<file path="src/hw/rtl/gbba_pkg.sv">
`default_nettype none
package gbba_pkg;

  // default sizes of the bitmap store
  localparam int MAX_GROUPS_DEF = 16;
  localparam int MAX_WORDS_DEF  = 256;

  // field widths
  localparam int CMD_W = 2;
  localparam int BLK_W = 18;
  localparam int GI_W  = 4;
  localparam int WI_W  = 8;
  localparam int WV_W  = 32;
  localparam int FC_W  = 14;
  localparam int STS_W = 2;

  // input tdata layout, lowest bit up
  localparam int BLK_LSB    = 0;
  localparam int GI_LSB     = BLK_LSB + BLK_W;
  localparam int WI_LSB     = GI_LSB + GI_W;
  localparam int WV_LSB     = WI_LSB + WI_W;
  localparam int FC_LSB     = WV_LSB + WV_W;
  localparam int IN_DATA_W  = ((FC_LSB + FC_W + 7) / 8) * 8;
  localparam int OUT_DATA_W = ((BLK_W + 7) / 8) * 8;

  localparam logic [31:0]      FULL_WORD   = 32'hFFFF_FFFF;
  localparam logic [FC_W-1:0]  COUNTER_MAX = '1;

  // commands
  localparam logic [CMD_W-1:0] CMD_ALLOC     = 2'd0;
  localparam logic [CMD_W-1:0] CMD_FREE      = 2'd1;
  localparam logic [CMD_W-1:0] CMD_LOAD_WORD = 2'd2;
  localparam logic [CMD_W-1:0] CMD_SET_COUNT = 2'd3;

  // result status
  localparam logic [STS_W-1:0] STS_OK      = 2'd0;
  localparam logic [STS_W-1:0] STS_NO_FREE = 2'd1;
  localparam logic [STS_W-1:0] STS_BAD     = 2'd2;

  // configuration registers
  localparam int CFG_ADDR_W = 4;
  localparam logic [1:0] REG_GROUP_COUNT      = 2'd0;
  localparam logic [1:0] REG_BLOCKS_PER_GROUP = 2'd1;
  localparam logic [1:0] REG_BITMAP_WORDS     = 2'd2;

  typedef struct packed {
    logic [4:0]  group_count;
    logic [13:0] blocks_per_group;
    logic [8:0]  bitmap_words;
  } cfg_t;

  // index of the lowest clear bit of a word
  function automatic logic [4:0] lowest_clear(input logic [31:0] word);
    logic [31:0] inv;
    logic [31:0] iso;
    logic [4:0]  idx;
    inv = ~word;
    iso = inv & (~inv + 32'd1);
    idx = '0;
    for (int i = 0; i < 32; i++) begin
      if (iso[i]) idx = idx | 5'(i);
    end
    return idx;
  endfunction

endpackage
`default_nettype wire

</file>
<file path="src/hw/rtl/gbba_cfg.sv">
`default_nettype none
module gbba_cfg (
  input  wire logic                            clk,
  input  wire logic                            rst,
  input  wire logic                            psel,
  input  wire logic                            penable,
  input  wire logic                            pwrite,
  input  wire logic [gbba_pkg::CFG_ADDR_W-1:0] paddr,
  input  wire logic [31:0]                     pwdata,
  output logic      [31:0]                     prdata,
  output logic                                 pready,
  output gbba_pkg::cfg_t                       cfg
);

  logic       wr_en;
  logic [1:0] reg_idx;

  assign pready  = 1'b1;
  assign reg_idx = paddr[3:2];
  assign wr_en   = psel && penable && pwrite;

  always_ff @(posedge clk) begin
    if (rst) begin
      cfg.group_count      <= 5'd16;
      cfg.blocks_per_group <= 14'd8192;
      cfg.bitmap_words     <= 9'd256;
    end else if (wr_en) begin
      unique case (reg_idx)
        gbba_pkg::REG_GROUP_COUNT:      cfg.group_count      <= pwdata[4:0];
        gbba_pkg::REG_BLOCKS_PER_GROUP: cfg.blocks_per_group <= pwdata[13:0];
        gbba_pkg::REG_BITMAP_WORDS:     cfg.bitmap_words     <= pwdata[8:0];
        default: ;
      endcase
    end
  end

  always_comb begin
    unique case (reg_idx)
      gbba_pkg::REG_GROUP_COUNT:      prdata = 32'(cfg.group_count);
      gbba_pkg::REG_BLOCKS_PER_GROUP: prdata = 32'(cfg.blocks_per_group);
      gbba_pkg::REG_BITMAP_WORDS:     prdata = 32'(cfg.bitmap_words);
      default:                        prdata = '0;
    endcase
  end

endmodule
`default_nettype wire

</file>
<file path="config.mk">
export PLATFORM = sky130hd
export DESIGN_NAME = gbba_cfg
export DESIGN_NICKNAME = d
export VERILOG_FILES = /design/src/hw/rtl/gbba_pkg.sv /design/src/hw/rtl/gbba_cfg.sv
export SDC_FILE = /design/constraint.sdc
export NUM_CORES = 1
export LEC_CHECK = 0
export BUFFER_PORTS_ARGS = -buffer_cell sky130_fd_sc_hd__buf_2
export CAP_MARGIN = 20
export CORE_MARGIN = 4
export CORE_UTILIZATION = 45
export CTS_CLUSTER_SIZE = 25
export DETAILED_ROUTE_END_ITERATION = 8
export GPL_TIMING_DRIVEN = 0
export HOLD_SLACK_MARGIN = 0.08
export PLACE_DENSITY = 0.85
export SLEW_MARGIN = 0
export SYNTH_ARGS = -nofsm -noshare
export SYNTH_HDL_FRONTEND = slang
export SYNTH_SLANG_ARGS = --single-unit
</file>
<file path="constraint.sdc">
create_clock -name clk -period 1.99 [get_ports clk]
set_input_delay 0.0995 -clock clk [delete_from_list [all_inputs] [get_ports clk]]
set_output_delay 0.0995 -clock clk [all_outputs]
set_load 0.005 [all_outputs]
</file>
==> results_dict.tcl <==
set metrics [dict create \
    insertedDiodeCount 0 \
    power.clock.fraction_pct 23.5 \
    timing.final.max_slew_violations 0 \
    drt_first_iter_violations 28 \
    placedCellCount 283 \
    cp_top_delay_family "flip-flops" \
    ir_worst_vdd_mv 0.258 \
    netlist_area_before_placement_um2 1530 \
    die_w_um 66.3 \
    area_taken_by_multi_input_logic_gates_um2 821 \
    final_net_count 297 \
    clock-root-buffer "clkbuf_4" \
    routedWlPerCell_um 12.3 \
    fin_cells 298 \
    switching_component_of_the_power_w 0.000233 \
    grt_overflow 0 \
    drv.max_cap_violation_count 0 \
    met1_use_gr_pct 21.6 \
    power.sequential.fraction_pct 59.3 \
    postPlaceCellArea_um2 1950 \
    use_met2_pct 31.2 \
    rows 20 \
    globalRouteMet3Util_pct 3.23 \
    syn_to_final_growth_pct 36.7 \
    period_minus_slack_ns 1.20 \
    antenna_violating_nets_post_route 0 \
    clock-sinks 28 \
    grt_antenna_before_repair 0 \
    fin_worst_hold_slack_ns 0.0964 \
    place.detailed.hpwl_mm 2.70 \
    post_cts_resized 0 \
    sequential_to_total_area_share_from_yosys_stat_pct 36.7 \
    drcViolationCount 0 \
    netSwitchingFraction_pct 24.1 \
    required_time_of_the_critical_path_ns 1.89 \
    hold_path.startpoint "pwdata[3]" \
    max_freq_mhz 834 \
    internal_power_w 0.000735 \
    tritoncts "done" \
    worst_r2r_path_cells 2 \
    synthesis.area_per_instance_um2 9.44 \
    routed_wl_mm 3.65 \
    combinational_cell_fraction_of_total_power_pct 17.3 \
    rr_endpoint "cfg[8]" \
    route.vias.total 1307 \
    die_area_um2 4390 \
    largest-register "cfg" \
    initial_core_util_pct 48.5 \
    critical_path_cell_with_the_highest_stage_delay "dfxtp_1" \
    fin_crit_sh_pct 60.2 \
    hold_class "in2reg" \
    detailed_router_iteration_count_before_antenna_repair 4 \
    cts.reportedPaths.clkPinSlew_ns 0.14 \
    run_status "finished, final reports clean" \
    leakagePower_nw 1.10 \
    total_power_w 0.000968 \
    grt_first_pass_wirelength_mm 5.97 \
    critical-path-max-stage-delay_ns 0.38 \
    clk_latency_ns 0.32 \
    grt_setup_unrepaired "false" \
    gp_congestion 0.716 \
    critical_path.n_buffers_inverters 1 \
    cts_buffer_depth 2 \
    synth.distinct_cells 18 \
    reg.largest.list "cfg (28)" \
    die_h_um 66.3 \
    timing.critical_path.from_type "register" \
    crit_arrival_ns 1.10 \
    worst_hold_path.endpoint "cfg[3]" \
    synthCells 162 \
    timing.critical_path.fanout_max 3 \
    crit_type "reg2out" \
    placeableCoreArea_um2 3150 \
    setup_clock_skew_after_layout_ns 0 \
    cellPowerDensity_nw_per_um2 463 \
    register_area_um2 561 \
    final.setup.tns_ns 0 \
    final_setup_violating_endpoints 0 \
    drive_above_1_share_pct 35.0 \
    setup.worst_path.end_class "primary output" \
    hold_path_depth 3 \
    ioPinCount 102 \
    via_count_of_the_first_global_routing_pass 1283 \
    routed_via_density 4.39 \
    synth_warn 0 \
    crit_path_cell_trace "mux2i_1 > o21ai_0 > buf_2" \
    timing_hold_violations_final 0 \
    fill_cells 268 \
    grt_max_degree 15 \
    cts_buffers 3 \
    ys_ff_latch 28 \
    finish.instance_area_um2 2090 \
    reg2reg_setup_slack_ns 1.34 \
    io_buffers 60 \
    grtUsageTotal_pct 17.6 \
    grt.busiest_layer "met2" \
    max_reg_flops 28 \
    r2r_start "cfg[8]" \
    ctsHtreeMaxLevel 1 \
]
per-layer routing:
metal,wire (um),part of all wire (%)
met1,1580,43
met2,1820,50
met3,233,6.4
met4,16,0.44
met5,0,0
cells by family (layout without fill, tap and decap cells):
family,Yosys count,count (layout),share of synthesized area [%]
DFF,28,28,36.7
muxes,33,33,21.6
and+or+nand+nor,60,60,23.5
buffers and inverters,30,105,13.8
other,2,19,0.491
AOI/OAI and AO/OA,9,9,3.93
per-stage QoR:
stage	util [%]	setup WS, ns
after global placement	61.8	0.781
after detailed placement	61.8	0.740
after CTS	66.3	0.768
final	66.3	0.791
after floorplan	-	0.977
after global routing	66.3	0.676
worst reg2reg max path, cell delays in order, from the launching register on:
cell and delay, ns:
dfxtp_1 0.35, nor2_1 0.12, mux2i_1 0.09
layout make-up:
cell class / count / area share, %
plain buffers: 30 / 10.1
clock buffers: 3 / 1.08
multi-input cells: 121 / 39.3
flip-flops and latches: 28 / 26.8
well taps: 44 / 2.63
repair buffers: 72 / 20.1
cell usage in the layout, fill, tap and decap left out, drive strengths merged:
cell	synthesis	final
nand2	5	5
clkbuf	5	8
and2	5	5
a22o	4	4
dlygate4sd3	0	12
nand2b	38	38
nand4	1	1
or3	1	1
nor3b	1	1
o21ai	5	5
mux2i	33	33
buf	25	85
nand3	1	1
nor2	6	6
conb	2	19
nor2b	2	2
dfxtp	28	28
how the worst max path moves through the flow:
| stage | from | to | slack, ns | cells after the start |
|---|---|---|---|---|
| after floorplan | paddr[2] | cfg[10] | 0.98 | 4 |
| after global placement | pwrite | cfg[14] | 0.78 | 5 |
| after detailed placement | pwrite | cfg[15] | 0.74 | 5 |
| after CTS | cfg[13] | prdata[4] | 0.77 | 3 |
| after global routing | cfg[13] | prdata[4] | 0.68 | 3 |
| final | cfg[13] | prdata[4] | 0.79 | 3 |
what timing repair did:
action / CTS / global route
hold endpoints to repair: 21 / 0
buffers inserted: 0 / 0
hold buffers: 12 / 0
synthesized netlist by cell type, drive strengths merged:
| cell type | number | area, um2 |
|---|---|---|
| dfxtp | 28 | 561 |
| nand3 | 1 | 5.00 |
| nor3b | 1 | 18.8 |
| conb | 2 | 7.51 |
| or3 | 1 | 6.26 |
| buf | 25 | 193 |
| mux2i | 33 | 330 |
| o21ai | 5 | 25.0 |
| nand4 | 1 | 6.26 |
| nor2 | 6 | 22.5 |
| nor2b | 2 | 12.5 |
| and2 | 5 | 31.3 |
| clkbuf | 5 | 18.8 |
| nand2 | 5 | 18.8 |
| nand2b | 38 | 238 |
| a22o | 4 | 35.0 |
power by group through the flow:
stage	Clock [W]	Combinational (W)	Sequential, W
floorplan	0	0.0000995	0.000586
global placement	0	0.000147	0.000585
detailed placement	0	0.000148	0.000586
CTS	0.000239	0.000167	0.000574
global route	0.000262	0.000187	0.000575
finish	0.000227	0.000167	0.000573
(Power assumes the default switching activity.)
